===== src/sv/plvsf_pkg.sv =====
`default_nettype none
package plvsf_pkg;

	localparam int QW = 55;                 // quotient width of the final divide
	localparam int FW = 32;                 // fraction bits of the squared cosine
	localparam int RW = 32;                 // root bits
	localparam logic [30:0] INF_COEF = 31'd2050695827;

	localparam logic [1:0] ST_OK   = 2'd0;
	localparam logic [1:0] ST_SAT  = 2'd1;
	localparam logic [1:0] ST_ZERO = 2'd2;

	typedef struct packed {
		logic        zero;   // x = y = z = 0
		logic        full;   // point straight below the load
		logic [63:0] s;      // squared distance
	} side_t;

	typedef struct packed {
		logic          valid;
		side_t         side;
		logic [63:0]   rem;
		logic [QW-1:0] quo;
		logic [QW-1:0] num;
	} div_t;

	typedef struct packed {
		logic          valid;
		side_t         side;
		logic [31:0]   c2;
		logic [63:0]   rad;
		logic [35:0]   rem;
		logic [RW-1:0] root;
	} sqr_t;

endpackage
`default_nettype wire


===== src/sv/plvsf_sqrt_cell.sv =====
`default_nettype none
module plvsf_sqrt_cell
	import plvsf_pkg::*;
(
	input  wire logic clk,
	input  wire logic arst_n,
	input  wire logic en,
	input  wire sqr_t d,
	output sqr_t      q
);

	sqr_t        cell_q;
	sqr_t        nxt;
	logic [35:0] cur;
	logic [35:0] trial;
	logic        ge;

	// one root bit per step from the next two radicand bits
	always_comb begin
		cur   = {d.rem[33:0], d.rad[63:62]};
		trial = {2'b00, d.root, 2'b01};
		ge    = cur >= trial;
		nxt   = d;
		nxt.rem  = ge ? cur - trial : cur;
		nxt.root = {d.root[RW-2:0], ge};
		nxt.rad  = {d.rad[61:0], 2'b00};
	end

	always_ff @(posedge clk or negedge arst_n) begin
		if (!arst_n) begin
			cell_q.valid <= 1'b0;
		end else if (en) begin
			cell_q <= nxt;
		end
	end

	assign q = cell_q;

endmodule
`default_nettype wire


===== config.mk =====
export PLATFORM = sky130hd
export DESIGN_NAME = plvsf_sqrt_cell
export DESIGN_NICKNAME = d
export VERILOG_FILES = /design/src/sv/plvsf_pkg.sv /design/src/sv/plvsf_sqrt_cell.sv
export SDC_FILE = /design/constraint.sdc
export NUM_CORES = 1
export LEC_CHECK = 0
export BUFFER_PORTS_ARGS = -buffer_cell sky130_fd_sc_hd__buf_2
export CORE_AREA = 4 4 180 182
export DETAILED_ROUTE_END_ITERATION = 12
export DIE_AREA = 0 0 184 186
export PLACE_DENSITY = 0.7
export SLEW_MARGIN = 25
export SYNTH_ARGS = -nofsm -noshare
export SYNTH_HDL_FRONTEND = slang
export SYNTH_SLANG_ARGS = --single-unit

===== constraint.sdc =====
create_clock -name clk -period 0.8 [get_ports clk]
set_clock_uncertainty 0.15 [all_clocks]
set_input_delay 0.16 -clock clk [delete_from_list [all_inputs] [get_ports clk]]
set_output_delay 0.16 -clock clk [all_outputs]
set_load 0.02 [all_outputs]

# [After elaboration in Yosys (flattened, before gate mapping)]
# Cells that the tools add are included.
[totals] output_inout_bits=231 ramBits=0 latch_bits=0 memories=0 ff_bits=229 input_bits=234 romBits=0 wordCells=12
[op_classes] n_reduce_logical=1 n_eq_ne=0 n_bitwise=0 n_div=0 n_lt_le_gt_ge=1 muxes=1 shift=0 addsub=1 mul=0
[op_table] cell="36-bit by 34-bit greater-or-equal comparator with 1-bit output" count=1
[op_table] cell="36-bit two-way mux" count=1
[op_table] cell="36-bit by 34-bit subtractor with 36-bit output" count=1
[op_table] cell="2-bit AND reduction" count=1

# [Logic depth before layout (Yosys ltp)]
# Gate-level depths: netlist of run 1.
[depth] depth_word=2 depth_mapped=13 mapped_depth_nobuf=10

# [Worst setup path after synthesis of run 1]
# No wires, ideal clock.
[synth_timing] path_type="in2reg" startpoint="input en" endpoint="register cell_q (netlist bit q[0]), enable pin" arrival_ns=5.322 t_required_ns=0.034 stages=1 setup_slack_ns=-5.288 n_path_buf=0 setup_ns=0.616 path_cell_list="and2_1"
[synth_via] elab_chain_len=1
[synth_lines] element="start, declared" line="plvsf_sqrt_cell.sv:7" rtl="input wire logic en,"
[synth_lines] element="2-bit AND reduction (no source line)"
[synth_lines] element="end signal, assigned" line="plvsf_sqrt_cell.sv:33" rtl="cell_q <= nxt;"
[synth_lines] element="end, declared" line="plvsf_sqrt_cell.sv:12" rtl="sqr_t cell_q;"
# No other way between the ends.
# A chain may end at the register's enable or synchronous reset.

==> metrics, run 1 <==
Setup Viol. Count Final 283; share of power burned in registers 39.8%; Num Clock Sinks 229; FF+latch count, synth 229; most frequent cells in the layout buf_6 (236), buf_2 (233), edfxtp_1 (228), dlygate4sd3_1 (205), buf_4 (149); drt via density 4.825; cell mode on critical path buf_4; Util after Layout 62.83%; Comb power frac 26.1%; startpoint type of the worst setup path primary input; hold_ws -0.2074 ns; largest net degree at the start of global routing 25; final max-slew violation count 0; CP max FO 4; first-pass GRT wire length 60260 µm; Rel. slew slack 65.72%; Crit path required time 0.93 ns; row count 64; initial antenna violation count 9; GR Util met2 40.20%; Achievable Freq 478.2 MHz; Routed WL 44880 µm; PwrDens 1936 nW/µm²; Initial Utilization 31.10%; overall power 0.03721 W; Async SR Flop Fraction 0.4367%; Top Family by Delay on Critical Path compound AO/OA/AOI/OAI gates; die area 34220 µm²; RePlAce Congestion 0.9035; slowest cell on the critical path o31a_1; Synth top area share 71.97%; clock power share 34.1%; # placed instances 1616; commonest non-fill, non-tap cell in the layout buf_6; DRT Pass-1 Iters 4; Final min period 2.091 ns; Switching Share 27.83%; GR met3 Demand/Resource 6.078%; RSZ-0062 raised after global routing yes; Die Height 186 µm; GR Util met1 26.79%; ANT nets after route 0; Initial DRC Count 602; IO Pins 465; Worst Path Arrival 2.22 ns; Synth Flop Type edfxtp_1; Detailed Place HPWL 28560 µm; Worst VDD drop 1.422 mV; GRT busiest layer met2; FF-to-FF setup slack -0.17 ns; CP Capture Type flop; Syn. warnings 0; input/output buffers 460; vias in the first global route 9539; Core Box Area 30590 µm²; CTS tree done; # DRC 0; Switching Power 0.01035 W; layout cells sized above 1 55.37%; CTS Root Cell clkbuf_16; Post-synth EDFFs 228; GRT Total Usage 23.26%; Post-Syn Area 9513 µm²; clk slew on worst S/H paths 0.06 ns; failing checks hold timing, setup timing; fin cells 1910; Pleak 8.070 nW; max reg flops 229; Horiz. Die Dim 184 µm; Max Cap Viol 0; buffers plus inverters on the worst setup path 2; H-tree Lvls 1; Mapped Avg Cell Area 15.03 µm²; unique cell type count in the Yosys netlist 64; Max stage delay on crit path 0.34 ns; crit path cell chain buf_4 > ha_4 > nor2b_4 > o311a_4 > o211a_4 > buf_4 > o31a_1 > o21ai_1 > nand2b_1 > xnor2_2 > o21ai_2; outcome complete, but fails checks; setup ws final -1.291 ns; final net count 1756; CTS Buf Count 26; Post-Syn Instances 633; worst hold path class in -> reg; Slew @ Worst Pin 0.5095 ns; Via Count 9215; internal power 0.02686 W; top post-synthesis cells by area edfxtp_1 (72%), ha_1 (4.5%), o21ai_0 (2.6%), nand2_1 (2.6%), xnor2_1 (1.7%); grt total ovfl 0; critical path class in -> reg; synthesis-to-finish area growth 102.0%; Routed WL per cell 23.50 µm; maximum clock path buffer count 3; Worst-Skew Late Latency 0.52 ns; Yosys top cell by area edfxtp_1; fin crit share 261.4%; register area share after synthesis 72.23%; final hold violation count 26
cells by family after synthesis:
kind of cell / synth area share, %
buffers and inverters: 3.104
AO/OA/AOI/OAI: 9.930
XOR/XNOR: 3.038
AND/OR/NAND/NOR: 6.945
flip-flops: 72.23
multiplexers: 0.2367
adder cells (fa/ha/maj): 4.472
other: 0.03942
power groups by stage:
stage               Sequential (W)  Combinational [W]  Clock, W
global route                0.0149             0.0102    0.0136
finish                      0.0148            0.00971    0.0127
global placement            0.0148            0.00631         0
detailed placement          0.0148            0.00641         0
CTS                         0.0147            0.00857    0.0128
floorplan                   0.0160            0.00220         0
Yosys cell counts (4+ instances only):
library cell  count
a21o_1           10
a21oi_1          33
and2_1            5
and3_1            4
buf_2            11
buf_6             4
edfxtp_1        228
ha_1             34
inv_1            38
nand2_1          66
nand2b_1          5
nand3_1           5
nand4_1           8
nor2_1           14
nor2b_1           4
nor3_1            8
o21ai_0          50
o21ai_1           4
o21bai_1          7
xnor2_1          19
xor2_1           14
stage by stage:
| step | instance area, µm² | TNS [ns] | setup slack [ns] |
|---|---|---|---|
| after CTS | 18290 | -179.19 | -1.173 |
| after global placement | 13670 | -184.62 | -1.885 |
| after detailed placement | 13670 | -185.27 | -1.888 |
| final | 19220 | -177.40 | -1.291 |
| after floorplan | 9807 | -405.25 | -1.550 |
| after global routing | 19210 | -187.91 | -1.297 |
worst paths after layout:
| path | cells after the start | endpoint | from |
|---|---|---|---|
| setup / recovery | 11 | q[46] | d[32] |
| max in group asynchronous | 3 | q[230] | arst_n |
| min in group asynchronous | 3 | q[230] | arst_n |
| hold reg to reg | 1 | q[230] | q[230] |
| hold / removal | 2 | q[20] | d[19] |
| setup reg to reg | 1 | q[230] | q[230] |
per-layer routing:
layer | share of wire, % | up-vias | wire length, µm
li1 | - | 4108 | -
met1 | 36 | 4485 | 16000
met2 | 51 | 486 | 22710
met3 | 8.0 | 128 | 3613
met4 | 5.6 | 8 | 2513
met5 | 0.12 | - | 52
layout make-up:
cell class | count | area, µm²
clock buffers | 27 | 675.6
fillers | 2190 | 11370
clock inverters | 21 | 230.2
well taps | 396 | 495.5
multi-input cells | 344 | 3203
flip-flops and latches | 229 | 6873
diodes | 6 | 15.01
repair buffers | 849 | 7555
inverters | 38 | 172.7
repair_timing:
action / CTS / global route
hold buffers: 207 / 1
hold endpoints to repair: 229 / 27
gates cloned: 2 / 11
setup buffers: 11 / 11
pin swaps: 26 / 40
resized for setup: 434 / 178
endpoints found under the setup margin: 267 / 328
Power figures use the tool's default switching activity.
==> run 2, diff against run 1 <==
==> constraint.sdc (replaced) <==
create_clock -name clk -period 1.7 [get_ports clk]
set_clock_uncertainty 0.15 [all_clocks]
set_input_delay 0.34 -clock clk [delete_from_list [all_inputs] [get_ports clk]]
set_output_delay 0.34 -clock clk [all_outputs]
set_load 0.02 [all_outputs]
==> run 2 against run 1 <==
Net effect: the flow finishes with violations (setup timing); non-clock buffer count fell by 18; global-route usage fell by 1.2 points; routed wire length fell by 8.4%; critical path depth rose by 1; sequential share of layout area rose by 3.3 points; clock power fell by 55%; first-iteration DRC count fell by 12%; via count fell by 2.3%; clock-buffer cell count rose by 2; combinational power fell by 59%; final cell count fell by 1.3%; critical path type unchanged.
==> metrics, run 2 (synthesis gave the netlist of run 1 again) <==
Initial DRC Count 528; CTS tree done; die area 34220 µm²; worst reg2reg path endpoint q[230]; startpoint type of the worst setup path primary input; Worst Path Arrival 2.36 ns; grt total ovfl 0; first-pass GRT wire length 57400 µm; row count 64; GRT Total Usage 22.07%; Pleak 7.436 nW; max reg flops 229; PwrDens 944.6 nW/µm²; Setup Viol. Count Final 37; RePlAce Congestion 0.9206; initial antenna violation count 9; H-tree Lvls 1; register area 6872 µm²; Crit path required time 1.82 ns; drt via density 4.775; Critical R2R Launch q[230]; Util after Layout 57.48%; layout cells sized above 1 53.10%; RSZ-0062 raised after global routing yes; Achievable Freq 446.0 MHz; hold_ws 0.06254 ns; setup ws final -0.5421 ns; Via Count 9006; # placed instances 1597; Horiz. Die Dim 184 µm; DRT Pass-1 Iters 5; ANT nets after route 0; # DRC 0; vias in the first global route 9359; Initial Utilization 31.10%; cell area after layout 17580 µm²; WHS Endpoint q[44]; Routed WL per cell 21.80 µm; CP max FO 7; Final min period 2.242 ns; largest net degree at the start of global routing 32; clk slew on worst S/H paths 0.06 ns; Die Height 186 µm; CTS Buf Count 26; final hold violation count 0; commonest non-fill, non-tap cell in the layout buf_2; fin cells 1886; Core Box Area 30590 µm²; final net count 1738; Detailed Place HPWL 28220 µm; Num Clock Sinks 229; Worst VDD drop 0.6398 mV; Worst-Skew Late Latency 0.52 ns; Place WS -1.136 ns; # fillers 2368; most frequent cells in the layout buf_2 (447), edfxtp_1 (228), dlygate4sd3_1 (221), buf_4 (126), nand2_1 (59); IO Pins 465; synthesis-to-finish area growth 84.82%; maximum clock path buffer count 3; worst hold path class in -> reg; final max-slew violation count 0; CP Capture Type flop; outcome complete, but fails checks; area of the multi-input gates 3143 µm²; Routed WL 41110 µm; input/output buffers 460; cells on worst reg2reg path 2; WHS Path Cells 4; Max Cap Viol 0; CTS Root Cell clkbuf_16; Worst Hold Launch d[42]; Post-DP Area 13520 µm²; critical path class in -> reg; failing checks setup timing; fin crit share 131.9%; FF-to-FF setup slack 0.26 ns
run 2: report_power, final:
part | internal [W] | switching (W) | leakage (nW) | total (W)
Clock | 0.00348 | 0.00227 | 0.426 | 0.00575
Sequential | 0.00673 | 0.000136 | 2.15 | 0.00687
Combinational | 0.00189 | 0.00210 | 4.86 | 0.00399
Total | 0.0121 | 0.00451 | 7.44 | 0.0166
run 2: routing by layer:
metal,global-route usage [%],wire length [µm]
met1,25.07,14570
met2,38.63,20350
met3,6.215,3847
met4,10.17,2267
met5,0,68
run 2: final cells by class:
cell class                 instances  share of cell area, %
sequential                       229                  39.08
tap                              396                  2.818
inverter                          38                 0.9678
clock buffer                      29                  3.886
timing repair buffer             831                  34.28
antenna                            4                0.05693
clock inverter                    15                  1.032
multi-input combinational        344                  17.88
run 2: worst max-delay path by stage:
stage            from  endpoint  slack, ns  depth (start not counted)
2_1_floorplan  arst_n      q[0]      -0.83                          1
3_3_place_gp     d[0]     q[66]      -1.13                         11
3_5_place_dp     d[0]     q[35]      -1.14                         11
4_1_cts         d[18]     q[66]      -0.53                         12
5_1_grt          d[0]     q[66]      -0.64                         11
6_report         d[0]     q[46]      -0.54                         12
run 2: worst max-delay path, cell delays in order:
cell	delay (ns)
buf_12	0.09
inv_12	0.03
ha_4	0.22
nor2b_4	0.12
o311a_4	0.32
o211a_4	0.25
o2111ai_4	0.24
nand4_4	0.18
nand2_8	0.13
buf_12	0.16
clkbuf_16	0.17
o21ai_1	0.08
run 2: timing repair:
item                       in CTS  in global routing
gates cloned                    3                  3
buffers inserted               10                  5
hold endpoints to repair      219                  0
hold buffers                  221                  0
pin swaps                      35                 51
setup endpoints to repair      37                 37
resized for setup              97                 77
run 2: per-stage QoR:
stage / setup TNS [ns] / power [W]
after floorplan: -214.29 / 0.008546
after global placement: -38.68 / 0.009882
after global routing: -20.27 / 0.01725
after detailed placement: -40.58 / 0.009926
final: -18.22 / 0.01661
after CTS: -17.18 / 0.01640
