### config.mk
export PLATFORM = sky130hd
export DESIGN_NAME = plvsf_div_cell
export DESIGN_NICKNAME = d
export VERILOG_FILES = /design/src/sv/plvsf_pkg.sv /design/src/sv/plvsf_div_cell.sv
export SDC_FILE = /design/constraint.sdc
export NUM_CORES = 1
export LEC_CHECK = 0
export ABC_AREA = 0
export BUFFER_PORTS_ARGS = -buffer_cell sky130_fd_sc_hd__buf_2
export CAP_MARGIN = 20
export CORE_AREA = 2 2 186 188
export DETAILED_ROUTE_END_ITERATION = 10
export DIE_AREA = 0 0 188 190
export PLACE_DENSITY = 0.64
export SYNTH_ARGS = -nofsm -noshare
export SYNTH_HDL_FRONTEND = slang
export SYNTH_SLANG_ARGS = --single-unit
export TNS_END_PERCENT = 1
### constraint.sdc
create_clock -name clk -period 0.8 [get_ports clk]
set_input_delay 0.12 -clock clk [delete_from_list [all_inputs] [get_ports clk]]
set_output_delay 0.12 -clock clk [all_outputs]
set_load 0.05 [all_outputs]
### src/sv/plvsf_pkg.sv
`default_nettype none
package plvsf_pkg;

	localparam int QW = 55;                 // quotient width of the final divide
	localparam int FW = 32;                 // fraction bits of the squared cosine
	localparam int RW = 32;                 // root bits
	localparam logic [30:0] INF_COEF = 31'd2050695827;

	localparam logic [1:0] ST_OK   = 2'd0;
	localparam logic [1:0] ST_SAT  = 2'd1;
	localparam logic [1:0] ST_ZERO = 2'd2;

	typedef struct packed {
		logic        zero;   // x = y = z = 0
		logic        full;   // point straight below the load
		logic [63:0] s;      // squared distance
	} side_t;

	typedef struct packed {
		logic          valid;
		side_t         side;
		logic [63:0]   rem;
		logic [QW-1:0] quo;
		logic [QW-1:0] num;
	} div_t;

	typedef struct packed {
		logic          valid;
		side_t         side;
		logic [31:0]   c2;
		logic [63:0]   rad;
		logic [35:0]   rem;
		logic [RW-1:0] root;
	} sqr_t;

endpackage
`default_nettype wire

### src/sv/plvsf_div_cell.sv
`default_nettype none
module plvsf_div_cell
	import plvsf_pkg::*;
(
	input  wire logic clk,
	input  wire logic arst_n,
	input  wire logic en,
	input  wire div_t d,
	output div_t      q
);

	div_t        cell_q;
	div_t        nxt;
	logic [64:0] trial;
	logic        ge;

	// one restoring step: bring down the next numerator bit, subtract the divisor if it fits
	always_comb begin
		trial = {d.rem, d.num[QW-1]};
		ge    = trial >= {1'b0, d.side.s};
		nxt   = d;
		nxt.rem = ge ? 64'(trial - {1'b0, d.side.s}) : trial[63:0];
		nxt.quo = {d.quo[QW-2:0], ge};
		nxt.num = {d.num[QW-2:0], 1'b0};
	end

	always_ff @(posedge clk or negedge arst_n) begin
		if (!arst_n) begin
			cell_q.valid <= 1'b0;
		end else if (en) begin
			cell_q <= nxt;
		end
	end

	assign q = cell_q;

endmodule
`default_nettype wire

# After elaboration in Yosys (flattened, before gate mapping)
# Cells that the tools add are included.
# Widths: inputs -> output; s select.
[op_classes] n_addsub=1 magnitude_cmp=1 muxes=1 n_reduce_logical=1
[op_table] op="$ge 65x64->1" count=1
[op_table] op="$mux 64" count=1
[op_table] op="$sub 64x64->64" count=1
[op_table] op="$reduce_and 2->1" count=1
[word_totals] regBits=240 in_bits=244 out_inout_bits=241 elab_cells=11

# Longest topological paths before layout
# Gate-level depths: netlist of the first run.
[logic_depth] ltp_word=2 ltp_mapped=16 ltp_nobuf=12

# Least setup slack after synthesis of the first run
# No wires, ideal clock.
[synth_timing] path_type="input to register" from="in en" to="reg cell_q, in the netlist q[100] (enable)" setup_ps=629 arrival_time_ps=5527 required_ps=171 slack_ps=-5355 cell_stages=1 n_path_buf=0 cell_sequence="and2_1"
[synth_between] elab_chain_cells=1
[synth_rtl] item="start: declaration" line="plvsf_div_cell.sv:7" text="input wire logic en,"
[synth_rtl] item="$reduce_and 2->1 (no source line)"
[synth_rtl] item="end signal: assignment" line="plvsf_div_cell.sv:31" text="cell_q <= nxt;"
[synth_rtl] item="end: declaration" line="plvsf_div_cell.sv:12" text="div_t cell_q;"
# Every way passes these cells.
# A chain may end at the register's enable or synchronous reset.

==> results.toml, run 1 <==
[global_route]
number_of_global_route_vias_before_repair = 14000
grt_first_pass_wirelength_mm = 81.6
grt_use_total_pct = 29.6
antenna_found_initial = 7
globalRouteOverflowTotal = 0
largest_net_degree_at_the_start_of_global_routing = 25

[sta]
max_slew_margin_pct = 61.5
hold_violations = 0
max_clock_freq_mhz = 391
period_needed_ns = 2.56
worst_slack_setup_final_ns = -1.76
worstMarginPinSlew_ns = 0.571
final.setup_skew_ns = 0
timing_max_transition_violations_final = 0
unrepaired_setup_endpoints_after_global_routing = "true"
setup_viol = 305
timing.final.crit_share_pct = 320

[yosys]
synth_xor_area_share_pct = 3.56
dominantRegCellSynth = "sky130_fd_sc_hd__edfxtp_1"
synth_top_area_share_pct = 57.2
yosys_register_bits = 240
synthesis.nets = 1349
synth_fa_ha_area_share_pct = 6.54
synth_area_per_cell_sq_um = 12.1
netlist_top_cells_area = "sky130_fd_sc_hd__edfxtp_1, sky130_fd_sc_hd__ha_1, sky130_fd_sc_hd__mux2_2"
synth.yosys.seq_area_share_pct = 57.4
cell_type_with_the_highest_aggregate_area_in_the_netlist = "sky130_fd_sc_hd__edfxtp_1"
synth-compound-area-share_pct = 14.0
post-synth-top-count-cell = "sky130_fd_sc_hd__edfxtp_1"
syn-instance-count = 1040
synth_edf_count = 239
synth_cell_types = 70
synth-simple-area-share_pct = 9.42
synthArstFlopShare_pct = 0.417
largest_family_of_logic_cells_by_synthesized_area = "compound AO/OA/AOI/OAI gates"
share_of_cell_area_taken_by_muxes_after_synthesis_pct = 4.74
yosysWarningCount = 0
mappedNetlistArea_sq_mm = 0.0125
synth_commonest_cells = "sky130_fd_sc_hd__edfxtp_1, sky130_fd_sc_hd__a21oi_1, sky130_fd_sc_hd__inv_1"

[place]
placedCellCount = 2259
gpl_wtd_cong = 0.942
pre_cts_ws_ns = -2.58
hpwl_reported_at_the_end_of_detailed_placement_mm = 37.3
io_buffer_count = 482

[min_path]
hold_wc_path_type = "in -> reg"
min_to = "q[164]$_DFFE_PP_"
worst_hold_startpoint = "d[163]"
whs_path_depth = 4

[die]
number_of_ports_placed_on_the_die_boundary = 485
initial_utilization_pct = 36.9
floorplan.die.height_um = 190
num_rows = 68
design.core.area_sq_mm = 0.0339
die_w_um = 188
design.die.area_sq_mm = 0.0357

[detailed_routing]
detail_route.drc_violations = 0
drtAntennaViolNets = 0
firstDrtPassIters = 6
postRouteWirelength_mm = 56.5
overall_via_count_from_detail_route = 13400
dr_wl_cell_um = 22.0
post_drt_via_cell_ratio = 5.20
detailedRoute.firstIterationViolations = 861

[setup_path]
critical-path-top-delay-family = "compound AO/OA/AOI/OAI gates"
criticalPathCategory = "in -> reg"
critical_path.max_fanout = 3
rrSetupSlack_ns = 0
cp_slowest_cell = "sky130_fd_sc_hd__a2111oi_4"
worst-endpoint-arrival_ns = 2.86
r2r-end = "q[240]$_DFFE_PN0P_"
critical_path.max_stage_delay_ns = 0.34
worstSetupEndpointType = "register"
required_ns = 1.10
crit_top_cell = "sky130_fd_sc_hd__buf_4"
crit_path_cell_trace = "buf_2 > ha_4 > nand4_1 > nor2_2 > o211ai_1 > a311oi_2 > buf_4 > o211ai_1 > buf_4 > a2111oi_4 > buf_4 > o32ai_4 > xnor2_1 > mux2_4"
cp-start-kind = "primary input"
worst-r2r-cell-count = 1
worstReg2RegStart = "q[240]$_DFFE_PN0P_"
timing.critical_path.buf_inv = 4

[power]
power.switching_mw = 14.6
clock_power_share_pct = 30.4
leakage_power_nw = 10.4
pwr-share-seq_pct = 34.7
internal_power_mw = 30.6
comb_power_share_pct = 34.8
vdd_ir_drop_max_v = 0.00177
p_sw_share_pct = 32.3
power_density_mw_per_mm2 = 1890

[final_layout]
largest_reg_flops = 240
nNetsFinal = 2397
final_cells = 2570
area_growth_pct = 90.6
n_fill_cell = 2238
layout-drive-gt1-share_pct = 50.6

[clocking]
cts-root-to-sink-buffers = 3
cts-buffers-inserted = 28
tritoncts = "done"
clock_latency_ns = 0.55
post_cts_clock_slew_at_the_launch_and_capture_registers_of_the_worst_setup_and_hold_paths_ns = 0.06
root_buffer = "sky130_fd_sc_hd__clkbuf_16"
tritoncts_num_sinks = 240
h-tree-depth = 1

[run]
timing.max_cap.violations = 0

[run_status]
status = "finished, violations left"
failed_checks = "setup timing"
[power by group through the flow]
stage                     clock [mW]  sequential, mW  combinational [mW]
after floorplan                    0            19.0                3.97
final                           13.7            15.7                15.7
after global routing            14.4            15.7                16.5
after detailed placement           0            15.6                12.3
after CTS                       13.7            15.6                14.8
after global placement             0            15.6                12.2
[placed cells by master, fill, tap and decap left out, types with 7 or more instances in the layout]
cell,count
sky130_fd_sc_hd__a21o_1,29
sky130_fd_sc_hd__a21oi_1,71
sky130_fd_sc_hd__a21oi_2,25
sky130_fd_sc_hd__a31oi_1,7
sky130_fd_sc_hd__and3_1,10
sky130_fd_sc_hd__buf_12,18
sky130_fd_sc_hd__buf_2,232
sky130_fd_sc_hd__buf_4,336
sky130_fd_sc_hd__buf_6,250
sky130_fd_sc_hd__clkbuf_16,30
sky130_fd_sc_hd__dlygate4sd3_1,228
sky130_fd_sc_hd__edfxtp_1,239
sky130_fd_sc_hd__ha_1,29
sky130_fd_sc_hd__ha_4,32
sky130_fd_sc_hd__inv_1,67
sky130_fd_sc_hd__inv_2,14
sky130_fd_sc_hd__mux2_2,43
sky130_fd_sc_hd__nand2_1,59
sky130_fd_sc_hd__nand3_1,31
sky130_fd_sc_hd__nand4_1,22
sky130_fd_sc_hd__nor2_1,37
sky130_fd_sc_hd__nor2b_1,9
sky130_fd_sc_hd__nor3_1,17
sky130_fd_sc_hd__o211ai_1,10
sky130_fd_sc_hd__o21a_1,15
sky130_fd_sc_hd__o21ai_0,28
sky130_fd_sc_hd__o21bai_1,7
sky130_fd_sc_hd__xnor2_1,35
sky130_fd_sc_hd__xor2_1,16
[repair_timing]
action | CTS | global route
endpoints found under the hold margin | 229 | 2
setup buffers | 10 | 15
pin swaps | 27 | 43
cloned | 1 | 1
gates resized for setup | 554 | 89
endpoints found under the setup margin | 305 | 306
hold buffers | 226 | 2
[cell families (layout without fill, tap and decap cells)]
kind of cell	after synthesis	count (layout)
fa+ha+maj	65	65
compound gates	265	265
simple gates	235	235
other cells	1	7
mux	51	51
flops	240	240
xor+xnor	51	51
buf+inv	132	1201
[layer usage]
layer | part of all wire, % | vias up | track usage [%]
li1 | - | 6017 | -
met1 | 36 | 6436 | 32.9
met2 | 51 | 710 | 54.1
met3 | 7.1 | 193 | 5.40
met4 | 5.8 | 4 | 15.2
met5 | 0.039 | - | 0
[worst max-delay path by stage]
stage	start	end	slack (ns)	cells after the start
detailed placement	d[54]	q[160]$_DFFE_PP_	-2.58	14
finish	d[137]	q[160]$_DFFE_PP_	-1.76	14
global route	d[137]	q[160]$_DFFE_PP_	-1.85	14
floorplan	d[218]	q[158]$_DFFE_PP_	-2.16	15
global placement	d[54]	q[160]$_DFFE_PP_	-2.57	14
CTS	d[218]	q[168]$_DFFE_PP_	-1.70	14
[stage by stage]
stage	total power, mW	utilization, %	TNS (ns)	hold WS, ns	instance area (sq um)
after floorplan	23.0	-	-477.37	-0.176	12600
after global placement	27.8	53.3	-212.07	-0.0963	18100
after detailed placement	28.0	53.3	-217.71	-0.0957	18100
after CTS	44.2	68.7	-214.32	-0.249	23300
after global routing	46.6	70.4	-223.39	0.00794	23900
final	45.2	70.4	-211.85	0.0154	23900
[area by class of cell]
type	instances	area, sq um	area share [%]
Multi-Input combinational cell	668	5610	23.5
Inverter	83	332	1.39
Sequential cell	240	7200	30.1
Antenna cell	6	15.0	0.0628
Tap cell	455	569	2.38
Timing Repair Buffer	1067	9210	38.5
Clock buffer	35	748	3.13
Clock inverter	16	218	0.911
Note: power is estimated with default switching activity, not from simulation.
==> run 2, diff against run 1 <==
--- a/config.mk
+++ b/config.mk
@@ -9,9 +9,11 @@
 export BUFFER_PORTS_ARGS = -buffer_cell sky130_fd_sc_hd__buf_2
 export CAP_MARGIN = 20
 export CORE_AREA = 2 2 186 188
+export CTS_BUF_LIST = sky130_fd_sc_hd__clkbuf_8 sky130_fd_sc_hd__clkbuf_16
 export DETAILED_ROUTE_END_ITERATION = 10
 export DIE_AREA = 0 0 188 190
 export PLACE_DENSITY = 0.64
+export SLEW_MARGIN = 25
 export SYNTH_ARGS = -nofsm -noshare
 export SYNTH_HDL_FRONTEND = slang
 export SYNTH_SLANG_ARGS = --single-unit
==> results.toml, run 2 (same netlist as run 1, synthesis figures left out) <==
[min_path]
hold_wc_path_type = "in -> reg"

[clocking]
tritoncts = "done"
tritoncts_num_sinks = 240
cts-root-to-sink-buffers = 3
h-tree-depth = 1
post_cts_clock_slew_at_the_launch_and_capture_registers_of_the_worst_setup_and_hold_paths_ns = 0.06
cts-buffers-inserted = 28
clock_latency_ns = 0.55
root_buffer = "sky130_fd_sc_hd__clkbuf_16"

[sta]
final.setup_skew_ns = 0
hold_violations = 0
worstMarginPinSlew_ns = 0.636
worst_slack_setup_final_ns = -1.75
max_slew_margin_pct = 57.2
timing_max_transition_violations_final = 0
setup_viol = 306
timing.final.crit_share_pct = 318
max_clock_freq_mhz = 393
period_needed_ns = 2.55
unrepaired_setup_endpoints_after_global_routing = "true"

[final_layout]
nNetsFinal = 2397
area_growth_pct = 90.6
layout-drive-gt1-share_pct = 50.6
mostFrequentLayoutCells = "sky130_fd_sc_hd__buf_4, sky130_fd_sc_hd__buf_6, sky130_fd_sc_hd__edfxtp_1"
most_frequent_standard_cell_in_the_layout_excluding_fill_and_tap_cells = "sky130_fd_sc_hd__buf_4"
largest_reg_flops = 240
finalInstanceArea_sq_mm = 0.0239
final_cells = 2571

[setup_path]
critical-path-top-delay-family = "compound AO/OA/AOI/OAI gates"
crit_path_cell_trace = "buf_2 > ha_4 > nand4_1 > nor2_2 > o211ai_1 > a311oi_2 > buf_4 > o211ai_1 > buf_4 > a2111oi_4 > buf_4 > o32ai_4 > xnor2_1 > mux2_4"
criticalPathCategory = "in -> reg"
required_ns = 1.10
critical_path.max_fanout = 3
timing.critical_path.buf_inv = 4
cp-start-kind = "primary input"
crit_top_cell = "sky130_fd_sc_hd__buf_4"
critical_path.max_stage_delay_ns = 0.34
worstSetupEndpointType = "register"
worst-endpoint-arrival_ns = 2.84
cp_slowest_cell = "sky130_fd_sc_hd__a2111oi_4"

[run_status]
status = "finished, violations left"
failed_checks = "setup timing"

[die]
num_rows = 68
die_w_um = 188
number_of_ports_placed_on_the_die_boundary = 485
initial_utilization_pct = 36.9
design.core.area_sq_mm = 0.0339
design.die.area_sq_mm = 0.0357
floorplan.die.height_um = 190

[detailed_routing]
drtAntennaViolNets = 0
firstDrtPassIters = 7
overall_via_count_from_detail_route = 13300
detail_route.drc_violations = 0
postRouteWirelength_mm = 56.6
post_drt_via_cell_ratio = 5.19
dr_wl_cell_um = 22.0
detailedRoute.firstIterationViolations = 905

[global_route]
number_of_global_route_vias_before_repair = 14000
globalRouteOverflowTotal = 0
grt_first_pass_wirelength_mm = 81.6
largest_net_degree_at_the_start_of_global_routing = 25
grt_use_total_pct = 29.6
antenna_found_initial = 7

[place]
gpl_wtd_cong = 0.942
detailed_place.area_sq_mm = 0.0181
hpwl_reported_at_the_end_of_detailed_placement_mm = 37.3
placedCellCount = 2259
io_buffer_count = 482

[power]
vdd_ir_drop_max_v = 0.00177
power_density_mw_per_mm2 = 1890
leakage_power_nw = 10.4

[run]
timing.max_cap.violations = 0
-- run 2: cell type report --
class | count | area [sq um]
antenna | 7 | 17.5
clock buffer | 29 | 726
clock inverter | 22 | 240
fill | 2241 | 10000
inverter | 83 | 332
multi-input combinational | 668 | 5610
sequential | 240 | 7200
tap | 455 | 569
timing repair buffer | 1067 | 9210
-- run 2: final timing paths --
kind                                     from            endpoint  slack [ns]  cells past startpoint
max in group asynchronous              arst_n  q[240]$_DFFE_PN0P_        0.21                      3
min in group asynchronous              arst_n  q[240]$_DFFE_PN0P_        0.48                      3
hold / removal                         d[163]    q[164]$_DFFE_PP_        0.02                      4
setup reg to reg           q[240]$_DFFE_PN0P_  q[240]$_DFFE_PN0P_           0                      1
hold reg to reg            q[240]$_DFFE_PN0P_  q[240]$_DFFE_PN0P_        0.59                      1
setup / recovery                       d[137]    q[160]$_DFFE_PP_       -1.75                     14
-- run 2: through the flow --
| stage | utilization (%) | total power [mW] | setup TNS, ns | hold WS (ns) | worst slack (ns) |
|---|---|---|---|---|---|
| after floorplan | - | 23.0 | -477.37 | -0.176 | -2.16 |
| after global placement | 53.3 | 27.8 | -212.07 | -0.0963 | -2.57 |
| after detailed placement | 53.3 | 28.0 | -217.71 | -0.0957 | -2.58 |
| after CTS | 68.7 | 44.1 | -214.34 | -0.249 | -1.70 |
| after global routing | 70.4 | 46.5 | -223.40 | 0.00794 | -1.85 |
| final | 70.4 | 45.1 | -212.45 | 0.0164 | -1.75 |
-- run 2: where the power goes --
part	total, mW	switching [mW]	internal (mW)
clock network	13.7	5.49	8.17
registers	15.7	0.561	15.1
logic	15.7	8.54	7.20
-- run 2: tightest hold or removal path: stages --
cell	delay, ns
sky130_fd_sc_hd__buf_2	0.10
sky130_fd_sc_hd__buf_4	0.10
sky130_fd_sc_hd__nor3_1	0.05
sky130_fd_sc_hd__a21oi_2	0.09
-- run 2: layer usage --
layer / up-vias / global-route usage (%) / routed length, um
met5: - / 0 / 22
met4: 4 / 15.2 / 3320
met3: 203 / 5.40 / 3970
met2: 702 / 54.1 / 28700
met1: 6410 / 32.9 / 20600
li1: 6020 / - / -
-- run 2: timing repair --
action                                  4_1_cts  5_1_grt
hold endpoints to repair                    229        2
buffers inserted                             10       15
hold buffers                                226        2
endpoints found under the setup margin      305      306
pin swaps                                    27       43
cloned                                        1        1
resized for setup                           554       89
